**src/hw/rtl/crccsr_pkg.sv**
```systemverilog
`default_nettype none

package crccsr_pkg;

	localparam int unsigned PayloadLimitDefault = 1000;

	localparam int unsigned PosW     = 11;
	localparam int unsigned ReplyIdxW = 6;
	localparam int unsigned CfgIdxW  = 2;
	localparam int unsigned CfgDataW = 48;

	localparam logic [15:0] CrcPoly   = 16'h1021;
	localparam logic [15:0] CmdSearch = 16'hff01;
	localparam logic [7:0]  LeadByte0 = 8'hfa;
	localparam logic [7:0]  LeadByte1 = 8'h01;

	// frame layout
	localparam logic [PosW-1:0] PosLead0 = 11'd0;
	localparam logic [PosW-1:0] PosLead1 = 11'd1;
	localparam logic [PosW-1:0] PosCmdHi = 11'd18;
	localparam logic [PosW-1:0] PosCmdLo = 11'd19;
	localparam logic [PosW-1:0] PosLenHi = 11'd26;
	localparam logic [PosW-1:0] PosLenLo = 11'd27;
	localparam logic [PosW-1:0] HdrLen   = 11'd28;

	// reply layout
	localparam logic [ReplyIdxW-1:0] ReplyCrcIdx  = 6'd40;
	localparam logic [ReplyIdxW-1:0] ReplyLastIdx = 6'd41;

	// configuration register indexes
	localparam logic [CfgIdxW-1:0] CfgDevType = 2'd0;
	localparam logic [CfgIdxW-1:0] CfgMac     = 2'd1;
	localparam logic [CfgIdxW-1:0] CfgIp      = 2'd2;

	// crc-16, poly 1021, msb first, one byte
	function automatic logic [15:0] crc16_byte(input logic [15:0] crc, input logic [7:0] b);
		logic [15:0] c;
		c = crc;
		for (int k = 0; k < 8; k++) begin
			if (c[15] ^ b[7-k])
				c = {c[14:0], 1'b0} ^ CrcPoly;
			else
				c = {c[14:0], 1'b0};
		end
		return c;
	endfunction

	function automatic logic [7:0] reply_byte_at(
		input logic [ReplyIdxW-1:0] idx,
		input logic [7:0]           dev,
		input logic [47:0]          mac,
		input logic [31:0]          ip,
		input logic [15:0]          crc
	);
		logic [7:0] r;
		case (idx)
			6'd0:  r = LeadByte0;
			6'd1:  r = LeadByte1;
			6'd2:  r = 8'h34;
			6'd3:  r = 8'h33;
			6'd4:  r = 8'h21;
			6'd5:  r = 8'h56;
			6'd6:  r = 8'h23;
			6'd7:  r = 8'ha5;
			6'd8:  r = 8'h7b;
			6'd9:  r = 8'h29;
			6'd10: r = 8'hc5;
			6'd11: r = 8'h5d;
			6'd12: r = 8'h3c;
			6'd13: r = 8'h32;
			6'd14: r = 8'h12;
			6'd15: r = 8'hfe;
			6'd18: r = 8'hff;
			6'd19: r = 8'h02;
			6'd20: r = dev;
			6'd27: r = 8'h0c;
			6'd28: r = mac[47:40];
			6'd29: r = mac[39:32];
			6'd30: r = mac[31:24];
			6'd31: r = mac[23:16];
			6'd32: r = mac[15:8];
			6'd33: r = mac[7:0];
			6'd34: r = ip[31:24];
			6'd35: r = ip[23:16];
			6'd36: r = ip[15:8];
			6'd37: r = ip[7:0];
			6'd38: r = 8'h02;
			6'd39: r = 8'h16;
			6'd40: r = crc[7:0];
			6'd41: r = crc[15:8];
			default: r = 8'h00;
		endcase
		return r;
	endfunction

endpackage

`default_nettype wire

```
**src/hw/rtl/crc_checked_search_request_responder_top.sv**
```systemverilog
// Search-request responder: takes received frame bytes one beat per cycle unless stalled, checks the
// FA 01 lead bytes, the payload length (bytes 26-27, below PAYLOAD_LIMIT), the command
// word FF01 (bytes 18-19) and the CRC-16 (poly 1021, init 0) in the two bytes after the
// payload, and on a match sends a 42-byte search reply, one beat per cycle while m_tready
// is high, starting the cycle after the CRC low byte is taken. The input side stalls only
// when a frame reaches its CRC low byte while an earlier reply is still going out, since
// the single reply sequencer holds one reply at a time.
// Reply fields come from the device type, MAC and IP registers written on the cfg port.
`default_nettype none

module crc_checked_search_request_responder_top
	import crccsr_pkg::*;
#(
	parameter int unsigned PAYLOAD_LIMIT = PayloadLimitDefault
) (
	input  wire logic                clk,
	input  wire logic                arst_n,
	input  wire logic                s_tvalid,
	output logic                     s_tready,
	input  wire logic [7:0]          s_tdata,   // [7:0] rx_byte
	input  wire logic                s_tlast,
	output logic                     m_tvalid,
	input  wire logic                m_tready,
	output logic [7:0]               m_tdata,   // [7:0] reply_byte
	output logic                     m_tlast,
	input  wire logic                cfg_we,
	input  wire logic [CfgIdxW-1:0]  cfg_index,
	input  wire logic [CfgDataW-1:0] cfg_data
);

	logic [7:0]  dev_q;
	logic [47:0] mac_q;
	logic [31:0] ip_q;

	logic beat;
	logic go;
	logic crc_lo_next;

	always_ff @(posedge clk or negedge arst_n) begin
		if (!arst_n) begin
			dev_q <= '0;
			mac_q <= '0;
			ip_q  <= '0;
		end else if (cfg_we) begin
			case (cfg_index)
				CfgDevType: dev_q <= cfg_data[7:0];
				CfgMac:     mac_q <= cfg_data[47:0];
				CfgIp:      ip_q  <= cfg_data[31:0];
				default: ;
			endcase
		end
	end

	// hold the crc low byte back while a reply is still in flight
	assign s_tready = !(crc_lo_next && m_tvalid);
	assign beat     = s_tvalid && s_tready;

	crccsr_parse #(
		.PAYLOAD_LIMIT(PAYLOAD_LIMIT)
	) u_parse (
		.clk         (clk),
		.arst_n      (arst_n),
		.beat        (beat),
		.rx_byte     (s_tdata),
		.frame_end   (s_tlast),
		.go          (go),
		.crc_lo_next (crc_lo_next)
	);

	crccsr_reply u_reply (
		.clk    (clk),
		.arst_n (arst_n),
		.go     (go),
		.dev    (dev_q),
		.mac    (mac_q),
		.ip     (ip_q),
		.valid  (m_tvalid),
		.ready  (m_tready),
		.data   (m_tdata),
		.last   (m_tlast)
	);

`ifndef NO_ASSERTIONS
	a_go_when_free: assert property (@(posedge clk) disable iff (!arst_n)
		go |-> !m_tvalid)
		else $error("reply started while previous reply active");

	a_reply_starts_lead: assert property (@(posedge clk) disable iff (!arst_n)
		$rose(m_tvalid) |-> (m_tdata == LeadByte0 && !m_tlast))
		else $error("reply does not start with lead byte");

	a_reply_ends: assert property (@(posedge clk) disable iff (!arst_n)
		(m_tvalid && m_tready && m_tlast) |=> (!m_tvalid || $past(go)))
		else $error("reply continues after last beat");
`endif

endmodule

`default_nettype wire

```
**src/hw/rtl/crccsr_parse.sv**
```systemverilog
`default_nettype none

module crccsr_parse
	import crccsr_pkg::*;
#(
	parameter int unsigned PAYLOAD_LIMIT = PayloadLimitDefault
) (
	input  wire logic       clk,
	input  wire logic       arst_n,
	input  wire logic       beat,
	input  wire logic [7:0] rx_byte,
	input  wire logic       frame_end,
	output logic            go,
	output logic            crc_lo_next
);

	localparam logic [15:0] LimitV = 16'(PAYLOAD_LIMIT);

	logic [PosW-1:0] pos_q;
	logic [15:0]     len_q;
	logic [15:0]     cmd_q;
	logic [15:0]     crc_q;
	logic [7:0]      crc_hi_q;
	logic            done_q;

	logic [16:0] crc_at;
	logic [16:0] pos_ext;
	logic        hdr_bad;
	logic        in_body;
	logic        at_crc_hi;
	logic        at_crc_lo;
	logic [15:0] len_lo_new;
	logic        len_bad;
	logic        done_next;

	always_comb begin
		crc_at     = {1'b0, len_q} + 17'(HdrLen);
		pos_ext    = 17'(pos_q);
		hdr_bad    = (pos_q == PosLead0 && rx_byte != LeadByte0) ||
		             (pos_q == PosLead1 && rx_byte != LeadByte1);
		in_body    = (pos_ext < crc_at) || (pos_q < HdrLen);
		at_crc_hi  = !in_body && (pos_ext == crc_at);
		at_crc_lo  = !in_body && !at_crc_hi;
		len_lo_new = {len_q[15:8], rx_byte};
		len_bad    = (pos_q == PosLenLo) && (len_lo_new >= LimitV);
		done_next  = hdr_bad || (in_body && len_bad) || at_crc_lo;
		go          = beat && !done_q && !hdr_bad && at_crc_lo &&
		              ({crc_hi_q, rx_byte} == crc_q) && (cmd_q == CmdSearch);
		crc_lo_next = !done_q && at_crc_lo;
	end

	always_ff @(posedge clk or negedge arst_n) begin
		if (!arst_n) begin
			pos_q    <= '0;
			len_q    <= '0;
			cmd_q    <= '0;
			crc_q    <= '0;
			crc_hi_q <= '0;
			done_q   <= 1'b0;
		end else if (beat) begin
			if (frame_end) begin
				pos_q    <= '0;
				len_q    <= '0;
				cmd_q    <= '0;
				crc_q    <= '0;
				crc_hi_q <= '0;
				done_q   <= 1'b0;
			end else if (!done_q) begin
				if (in_body && !hdr_bad) begin
					crc_q <= crc16_byte(crc_q, rx_byte);
					case (pos_q)
						PosCmdHi: cmd_q <= {rx_byte, cmd_q[7:0]};
						PosCmdLo: cmd_q <= {cmd_q[15:8], rx_byte};
						PosLenHi: len_q <= {rx_byte, len_q[7:0]};
						PosLenLo: len_q <= len_lo_new;
						default: ;
					endcase
				end else if (at_crc_hi) begin
					crc_hi_q <= rx_byte;
				end
				done_q <= done_next;
				// position saturates at its top value
				if (!done_next && pos_q != '1)
					pos_q <= pos_q + 1'b1;
			end
		end
	end

endmodule

`default_nettype wire

```
**src/hw/rtl/crccsr_reply.sv**
```systemverilog
`default_nettype none

module crccsr_reply
	import crccsr_pkg::*;
(
	input  wire logic        clk,
	input  wire logic        arst_n,
	input  wire logic        go,
	input  wire logic [7:0]  dev,
	input  wire logic [47:0] mac,
	input  wire logic [31:0] ip,
	output logic             valid,
	input  wire logic        ready,
	output logic [7:0]       data,
	output logic             last
);

	logic                 vld_q;
	logic [ReplyIdxW-1:0] idx_q;
	logic [7:0]           byte_q;
	logic                 last_q;
	logic [15:0]          crc_q;

	logic                 adv;
	logic [ReplyIdxW-1:0] idx_n;
	logic [15:0]          crc_n;
	logic [7:0]           byte_n;

	always_comb begin
		adv    = vld_q && ready;
		idx_n  = idx_q + 1'b1;
		// crc covers the bytes before the crc field only
		crc_n  = (idx_q < ReplyCrcIdx) ? crc16_byte(crc_q, byte_q) : crc_q;
		byte_n = reply_byte_at(idx_n, dev, mac, ip, crc_n);
	end

	always_ff @(posedge clk or negedge arst_n) begin
		if (!arst_n) begin
			vld_q <= 1'b0;
			idx_q <= '0;
		end else if (go) begin
			vld_q <= 1'b1;
			idx_q <= '0;
		end else if (adv) begin
			if (last_q)
				vld_q <= 1'b0;
			else
				idx_q <= idx_n;
		end
	end

	always_ff @(posedge clk) begin
		if (go) begin
			byte_q <= LeadByte0;
			last_q <= 1'b0;
			crc_q  <= '0;
		end else if (adv && !last_q) begin
			byte_q <= byte_n;
			last_q <= (idx_n == ReplyLastIdx);
			crc_q  <= crc_n;
		end
	end

	assign valid = vld_q;
	assign data  = byte_q;
	assign last  = last_q;

endmodule

`default_nettype wire

```
**config.mk**
```make
export PLATFORM = sky130hd
export DESIGN_NAME = crc_checked_search_request_responder_top
export DESIGN_NICKNAME = d
export VERILOG_FILES = /design/src/hw/rtl/crccsr_pkg.sv /design/src/hw/rtl/crc_checked_search_request_responder_top.sv /design/src/hw/rtl/crccsr_parse.sv /design/src/hw/rtl/crccsr_reply.sv
export SDC_FILE = /design/constraint.sdc
export NUM_CORES = 1
export LEC_CHECK = 0
export BUFFER_PORTS_ARGS = -buffer_cell sky130_fd_sc_hd__buf_2
export CAP_MARGIN = 20
export CORE_MARGIN = 5
export CORE_UTILIZATION = 55
export CTS_CLUSTER_DIAMETER = 120
export DETAILED_ROUTE_END_ITERATION = 8
export GPL_ROUTABILITY_DRIVEN = 0
export PLACE_DENSITY = 0.74
export SYNTH_ARGS = -nofsm -noshare
export SYNTH_HDL_FRONTEND = slang
export SYNTH_HIERARCHICAL = 1
export SYNTH_SLANG_ARGS = --single-unit
```
**constraint.sdc**
```tcl
create_clock -name clk -period 6.1 [get_ports clk]
set_input_delay 0.915 -clock clk [delete_from_list [all_inputs] [get_ports clk]]
set_output_delay 0.915 -clock clk [all_outputs]
set_load 0.01 [all_outputs]
```
# [Yosys cells after proc, flatten, opt, wreduce, memory -nomap -nowiden]
# Index checks and enable logic that the tools add are counted.
[op_classes] add_sub_neg=3 multipliers=0 n_div=0 n_lt_le_gt_ge=4 eq_ne=53 shift=0 n_mux=72 bitwise=32 reduce_logical=54
[op_table] operator="$mux 16" count=38
[op_table] operator="$pmux 8 s33" count=1
[op_table] operator="$mux 13" count=16
[op_table] operator="$pmux 16 s2" count=2
[op_table] operator="$eq 6x6->1 const B" count=10
[op_table] operator="$eq 6x4->1 const B" count=8
[op_table] operator="$eq 6x5->1 const B" count=8
[op_table] operator="$not 3->3" count=16
[op_table] operator="$eq 11x5->1 const B" count=4
[op_table] operator="$mux 11" count=3
[op_table] operator="$mux 8" count=4
[op_table] operator="$eq 6x3->1 const B" count=4
[op_table] operator="$reduce_and 5->1" count=4
[op_table] operator="$logic_and 1x1->1" count=18
[op_table] operator="$mux 6" count=3
[op_table] operator="$reduce_bool 2->1" count=9
[op_table] operator="$add 16x5->17 const B" count=1
[op_table] operator="$eq 11x17->1" count=1
[op_table] operator="$lt 11x17->1" count=1
[op_table] operator="$eq 16x16->1" count=1
[op_table] operator="$eq 16x16->1 const B" count=1
[op_table] operator="$ge 16x10->1 const B" count=1
[op_table] operator="$xor 1x1->1" count=16
[op_table] operator="$ne 2x2->1 const B" count=7
[op_table] operator="other kinds (22)" count=41
[word_totals] register_bits=188 latch_bits=0 ramBits=0 romBits=0 in_bits=64 output_inout_bits=11 elab_cells=234 memories=0

# [Logic depth before layout (Yosys ltp)]
[logic_depth] depth_word=53 ltp_mapped=23 depth_no_buf=21

# [Modules after synthesis]
# The synthesis kept the hierarchy.
[modules_own_cells] mod="crccsr_parse" instances=1 cells_per_inst=498 area_per_inst_um2=4403.0 seq_area_each_um2=1701.6
[modules_own_cells] mod="crc_checked_search_request_responder_top" instances=1 cells_per_inst=189 area_per_inst_um2=3425.8 seq_area_each_um2=2202.1
[modules_own_cells] mod="crccsr_reply" instances=1 cells_per_inst=440 area_per_inst_um2=3204.3 seq_area_each_um2=675.6

# [Least setup slack after synthesis]
# No wires, ideal clock.
[synth_timing] kind="reg2reg" from="register u_parse.len_q[2]" to="register u_parse.len_q[8]" setup_ns=0.083 arrival_time_ns=4.076 t_required_ns=6.017 path_slack_ns=1.941 path_stages_with_launch=22 n_path_buf=3 synth_period_minus_slack_ns=4.159 path_cell_list="dfrtp_1 -> inv_1 -> ha_1 -> nor2b_1 -> nor2_1 -> nand3_1 -> xor2_1 -> ha_1 -> nand3_1 -> nor3_1 -> o31ai_1 -> and2_4 -> or3_1 -> nor2_1 -> nand2_1 -> and2_1 -> clkbuf_1 -> o21ai_1 -> clkbuf_1 -> clkbuf_1 -> nand2_1 -> o21ai_0"
[synth_via] elab_chain_cells=12 word_cells_on_any_way=15 cone_classes="add/sub (1); order compare (1); eq/ne (1); reduce/logical (12)"
[synth_rtl] item="start: declaration" line_no="crccsr_parse.sv:20" rtl="logic [15:0] len_q;"
[synth_rtl] item="start signal: assignment" line_no="crccsr_parse.sv:74" rtl="PosLenHi: len_q <= {rx_byte, len_q[7:0]};"
[synth_rtl] item="start signal: assignment" line_no="crccsr_parse.sv:75" rtl="PosLenLo: len_q <= len_lo_new;"
[synth_rtl] item="$add 16x5->17 *" line_no="crccsr_parse.sv:37" rtl="crc_at = {1'b0, len_q} + 17'(HdrLen);"
[synth_rtl] item="$lt 11x17->1" line_no="crccsr_parse.sv:41" rtl="in_body = (pos_ext < crc_at) || (pos_q < HdrLen);"
[synth_rtl] item="$logic_or 1x1->1" line_no="crccsr_parse.sv:41"
[synth_rtl] item="$logic_not 1->1" line_no="crccsr_parse.sv:42, crccsr_parse.sv:43"
[synth_rtl] item="$logic_and 1x1->1" line_no="crccsr_parse.sv:42" rtl="at_crc_hi = !in_body && (pos_ext == crc_at);"
[synth_rtl] item="$logic_not 1->1" line_no="crccsr_parse.sv:43" rtl="at_crc_lo = !in_body && !at_crc_hi;"
[synth_rtl] item="$logic_and 1x1->1 *" line_no="crccsr_parse.sv:43"
[synth_rtl] item="$logic_and 1x1->1 *" line_no="crccsr_parse.sv:49" rtl="crc_lo_next = !done_q && at_crc_lo;"
[synth_rtl] item="named net crc_lo_next" line_no="crc_checked_search_request_responder_top.sv:37" rtl="logic crc_lo_next;"
[synth_rtl] item="$logic_and 1x1->1 *" line_no="crc_checked_search_request_responder_top.sv:55" rtl="assign s_tready = !(crc_lo_next && m_tvalid);"
[synth_rtl] item="$logic_not 1->1 *" line_no="crc_checked_search_request_responder_top.sv:55"
[synth_rtl] item="named net s_tready" line_no="crc_checked_search_request_responder_top.sv:19" rtl="output logic s_tready,"
[synth_rtl] item="$logic_and 1x1->1 *" line_no="crc_checked_search_request_responder_top.sv:56" rtl="assign beat = s_tvalid && s_tready;"
[synth_rtl] item="named net beat" line_no="crc_checked_search_request_responder_top.sv:35" rtl="logic beat;"
[synth_rtl] item="$reduce_and 5->1 (no line) *"
# Mark *: on every way through the listed nets, which the timed path passes. The rest lies on a longest branch.
# A chain may end at the register's enable or synchronous reset.

# [Worst setup path after layout]
[layout_timing] from="register u_parse.len_q[2]" to="register u_parse.crc_q[10]"
[layout_via] elab_chain_cells=12 word_cells_on_any_way=15 cone_classes="add/sub (1); order compare (1); eq/ne (1); reduce/logical (12)"
[layout_rtl] item="$add 16x5->17 *" line_no="crccsr_parse.sv:37"
[layout_rtl] item="$lt 11x17->1" line_no="crccsr_parse.sv:41"
[layout_rtl] item="$logic_or 1x1->1" line_no="crccsr_parse.sv:41"
[layout_rtl] item="$logic_not 1->1" line_no="crccsr_parse.sv:42, crccsr_parse.sv:43"
[layout_rtl] item="$logic_and 1x1->1" line_no="crccsr_parse.sv:42"
[layout_rtl] item="$logic_not 1->1" line_no="crccsr_parse.sv:43"
[layout_rtl] item="$logic_and 1x1->1 *" line_no="crccsr_parse.sv:43"
[layout_rtl] item="$logic_and 1x1->1 *" line_no="crccsr_parse.sv:49"
[layout_rtl] item="named net crc_lo_next" line_no="crc_checked_search_request_responder_top.sv:37"
[layout_rtl] item="$logic_and 1x1->1 *" line_no="crc_checked_search_request_responder_top.sv:55"
[layout_rtl] item="$logic_not 1->1 *" line_no="crc_checked_search_request_responder_top.sv:55"
[layout_rtl] item="$logic_and 1x1->1 *" line_no="crc_checked_search_request_responder_top.sv:56"
[layout_rtl] item="named net beat" line_no="crc_checked_search_request_responder_top.sv:35"
[layout_rtl] item="$reduce_and 3->1 (no line) *"
[layout_rtl] item="end signal: assignment" line_no="crccsr_parse.sv:70" rtl="crc_q <= crc16_byte(crc_q, rx_byte);"
[layout_rtl] item="end: declaration" line_no="crccsr_parse.sv:22" rtl="logic [15:0] crc_q;"
# Marks and branches as above.

==> Flow_metrics.wiki <==
{| class="wikitable"
! Metric !! Value
|-
| IO buf count || 74
|-
| I/O pin count || 75
|-
| Critical path startpoint category || register
|-
| Row cnt || 51
|-
| Cell area after synthesis || 11000 um^2
|-
| Endpoint of the worst hold-timing path || ip_q[7]$_DFFE_PN0P_
|-
| Initial core utilization || 0.563
|-
| IR drop worst, VDD || ~250 uV
|-
| Max Fclk || 223 MHz
|-
| Area leader, netlist || dfrtp_1
|-
| Kind of cell with the highest combined delay on the critical path || simple AND/OR/NAND/NOR gates
|-
| Run status || complete, no violations
|-
| Number of buffers inserted by hold repair at cts || 0
|-
| Proportion of power drawn by combinational gates || 0.161
|-
| Min-Delay Path Depth || 1
|-
| Number of gates on the worst path with buffers counted || 19
|-
| Headroom to the max-slew limit || 0.333
|-
| Number of fill cells in the layout || between 1500 and 2000
|-
| Clock network fraction of total power || 0.356
|-
| Total congestion overflow after global routing || 0
|-
| Net count after synthesis || roughly 1200
|-
| Type of the most critical hold path || register to register
|-
| Clk_lat worst skew || 0.44 ns
|-
| CTS tree || done
|-
| Net switching share of the total power || 0.286
|-
| Endpoints failing hold || 0
|-
| Max-slew violation count || 0
|-
| Critical Path Slowest Stage Cell || nor2_2
|-
| Clock root cell || clkbuf_16
|-
| CP Data Required Time || 6.44 ns
|-
| Number of antenna violations at the first check in global routing || 2
|-
| Power density over cell area || around 270 nW/um^2
|-
| FF-to-FF Start || u_parse/len_q[2]$_DFFE_PN0P_
|-
| Worst-path clk slew || around 0.070 ns
|-
| Number of enable flip-flop cells after synthesis || 0
|-
| Area after detailed placement || between 10000 and 15000 um^2
|-
| Share of synthesized flip-flops with an asynchronous set or reset || 0.867
|-
| Post-cts repair resize count || 0
|-
| Setup crit end kind || register
|-
| Yosys warnings || 6
|-
| Max Cap Viol || 0
|-
| Post-CTS Setup Inserts || 0
|-
| Routed met2 length || roughly 14 mm
|-
| Via count of the routed design || about 9000
|-
| Mean routed wirelength per cell || 20.8 um
|-
| Register cell area after layout || around 4600 um^2
|-
| WL met3 || slightly above 2 mm
|-
| Most repeated cell in the gate-level netlist after synthesis || dfrtp_1
|-
| Final Skew || approximately 0.012 ns
|-
| Largest fanout on the critical path || 28
|-
| Number of setup violations in the final report || 0
|-
| Top cell type's share of synthesized area || 0.370
|-
| Clock buffers created by TritonCTS || 17
|-
| Synth-to-Final Area Change || 8.75%
|-
| Finished layout cell area || ~12000 um^2
|-
| Setup repair after global routing missed its margin || no
|-
| Portion of the clock cycle consumed by the worst path in the final layout || 0.734
|-
| Die Y-Extent || around 150 um
|-
| Area taken by multi-input logic gates || a little under 6000 um^2
|-
| Ratio of routed vias to standard cells || between 6 and 7
|-
| Post-detail-place hpwl || 20.6 mm
|-
| First-pass GRT wire length || 47.7 mm
|-
| Width of the die || approximately 150 um
|-
| Number of buffer and inverter instances along the worst setup path || 2
|-
| NetSw || ~0.00092 W
|-
| Number of iterations in the first detailed-routing pass || 7
|-
| Most used DFF post-synth || dfrtp_1
|-
| Share of final-layout standard cells stronger than drive strength 1 || 0.198
|-
| Count of unique library cells instantiated by Yosys || 84
|-
| Reg-to-Reg End || u_parse/crc_q[10]$_DFFE_PN0P_
|-
| Iteration-0 DRC count of the detailed router || between 1000 and 1500
|-
| Reg2Reg Setup Slack || 1.62 ns
|-
| Vias in the first global route || approximately 9000
|-
| Average instance area after synthesis || around 9.8 um^2
|-
| Wire length after detailed routing || around 30 mm
|-
| Met1 Wirelength || 12.5 mm
|-
| Global Route Usage Sum || 0.263
|-
| Worst-case reg-to-reg path depth || 19
|-
| Internal power || 0.00229 W
|-
| Clock Path Buffers || 2
|-
| Register bit total from synthesis || roughly 190
|-
| Register area share after synthesis || 0.415
|-
| Final nets || 1231
|-
| Minimum period implied by the final worst setup slack || between 4 and 5 ns
|-
| Highest routed metal layer || met5
|-
| Synthesized instance count || about 1100
|-
| Hold path startpoint || ip_q[7]$_DFFE_PN0P_
|-
| Share of total power in sequential cells || 0.483
|-
| Remaining number of nets flagged by the antenna check after routing || 0
|-
| Diodes inserted || 0
|-
| Dominant cells by area after synthesis || dfrtp_1 37%, mux2_2 7.0%, a22oi_1 6.0%, dfxtp_1 4.5%, xnor2_1 4.2%
|-
| Most instantiated cells after synthesis || 163 x dfrtp_1, 115 x nand2_1, 88 x a22oi_1, 73 x o21ai_0, 69 x mux2_2
|-
| Largest net degree at the start of global routing || 107
|-
| H-tree level count || 4
|-
| Biggest cell delay along the critical path || slightly above 0.5 ns
|-
| Total core area || around 20000 um^2
|-
| Cells along the critical path || inv_1, ha_1, nor2b_1, nor2_1, xnor2_1, ha_1, a211oi_1, nor3b_1, o31ai_1, and2_4, or3_1, nor2_1, nand2_1, and2_1, o21ai_4, buf_4, nor2_2, a22oi_1, o21ai_0
|-
| Leak || 5.06 nW
|-
| DRC || 0
|-
| Hold Worst Slack || 0.508 ns
|-
| Worst Setup Path Type || register to register
|-
| Data arrival time of the critical path || slightly below 5 ns
|-
| Die Outline Area || roughly 23000 um^2
|-
| Aggregate negative setup slack || 0 ns
|-
| Transition time of the tightest slew-check pin || 1.00 ns
|-
| Clock sink count || around 190
|}
## flip-flops by register name, summed over array words and instances, names as in the netlist, 11 cells and up
name and flops:
u_parse/crc_q 16, u_parse/pos_q 11, mac_q 48, u_parse/cmd_q 16, u_reply/crc_q 16, ip_q 32
u_parse/len_q 16
## cell families after synthesis
kind of cell | Yosys count | synth area share
AOI/OAI and AO/OA | 310 | 0.193
adders and majority gates | 21 | 0.0238
xor gates and xnor gates | 79 | 0.0627
buffers and inverters | 106 | 0.0468
muxes | 95 | 0.104
DFF | 188 | 0.415
and+or+nand+nor | 328 | 0.154
## metal layers
metal	track usage	vias up
met5	0	-
met4	0.0827	4
met3	0.0458	59
met2	0.431	371
met1	0.356	4453
li1	-	4184
## cell usage in the layout, fill, tap and decap left out, types with 5 or more instances in the layout
| cell | count |
|---|---|
| nor4_1 | 7 |
| clkbuf_16 | 17 |
| ha_1 | 21 |
| nor2_1 | 59 |
| o21ai_0 | 73 |
| and3_1 | 23 |
| dfrtp_1 | 163 |
| nand3_1 | 28 |
| or3_1 | 5 |
| and2_1 | 6 |
| nor3_1 | 11 |
| mux2_4 | 20 |
| a31oi_1 | 9 |
| a222oi_1 | 7 |
| mux2_2 | 69 |
| a211oi_1 | 18 |
| dfxtp_1 | 25 |
| a22o_1 | 9 |
| nand4b_1 | 6 |
| nor2b_1 | 6 |
| nand4_1 | 23 |
| buf_4 | 9 |
| nand2_1 | 115 |
| a21oi_1 | 35 |
| o31ai_1 | 5 |
| o211ai_1 | 7 |
| a22oi_1 | 88 |
| or4_1 | 8 |
| buf_2 | 73 |
| xnor2_1 | 53 |
| inv_1 | 23 |
| o21ai_1 | 7 |
| xor2_1 | 26 |
| mux2i_1 | 5 |
## final cells by class
class | count | share of cell area
multi-input combinational | 833 | 0.496
tap | 265 | 0.0276
inverter | 23 | 0.00719
clock inverter | 15 | 0.0151
clock buffer | 17 | 0.0355
timing repair buffer | 83 | 0.0370
sequential | 188 | 0.382
## how the worst max path moves through the flow
| stage | startpoint | endpoint | slack, ns |
|---|---|---|---|
| 2_1_floorplan | u_parse/len_q[2]$_DFFE_PN0P_ | u_parse/len_q[8]$_DFFE_PN0P_ | 1.94 |
| 3_3_place_gp | u_parse/len_q[2]$_DFFE_PN0P_ | u_parse/crc_q[3]$_DFFE_PN0P_ | 1.83 |
| 3_5_place_dp | u_parse/len_q[2]$_DFFE_PN0P_ | u_parse/crc_q[10]$_DFFE_PN0P_ | 1.67 |
| 4_1_cts | u_parse/len_q[2]$_DFFE_PN0P_ | u_parse/crc_q[10]$_DFFE_PN0P_ | 1.65 |
| 5_1_grt | u_parse/len_q[2]$_DFFE_PN0P_ | u_parse/crc_q[14]$_DFFE_PN0P_ | 1.17 |
| 6_report | u_parse/len_q[2]$_DFFE_PN0P_ | u_parse/crc_q[10]$_DFFE_PN0P_ | 1.62 |
## power groups by stage
stage | Sequential (W) | Clock [W] | Combinational, W
finish | 0.00155 | 0.00114 | 0.000518
global route | 0.00157 | 0.00121 | 0.000573
CTS | 0.00155 | 0.00116 | 0.000523
detailed placement | 0.00157 | 0 | 0.000515
global placement | 0.00157 | 0 | 0.000502
floorplan | 0.00152 | 0 | 0.000404
## through the flow
stage	setup slack [ns]	total power (W)	instances	utilization
after global placement	1.83	0.00207	1390	0.581
after floorplan	1.94	0.00193	1127	-
after detailed placement	1.67	0.00209	1390	0.581
after global routing	1.17	0.00335	1424	0.613
final	1.62	0.00321	1424	0.613
after CTS	1.65	0.00324	1422	0.612
Note: power is estimated with default switching activity, not from simulation.
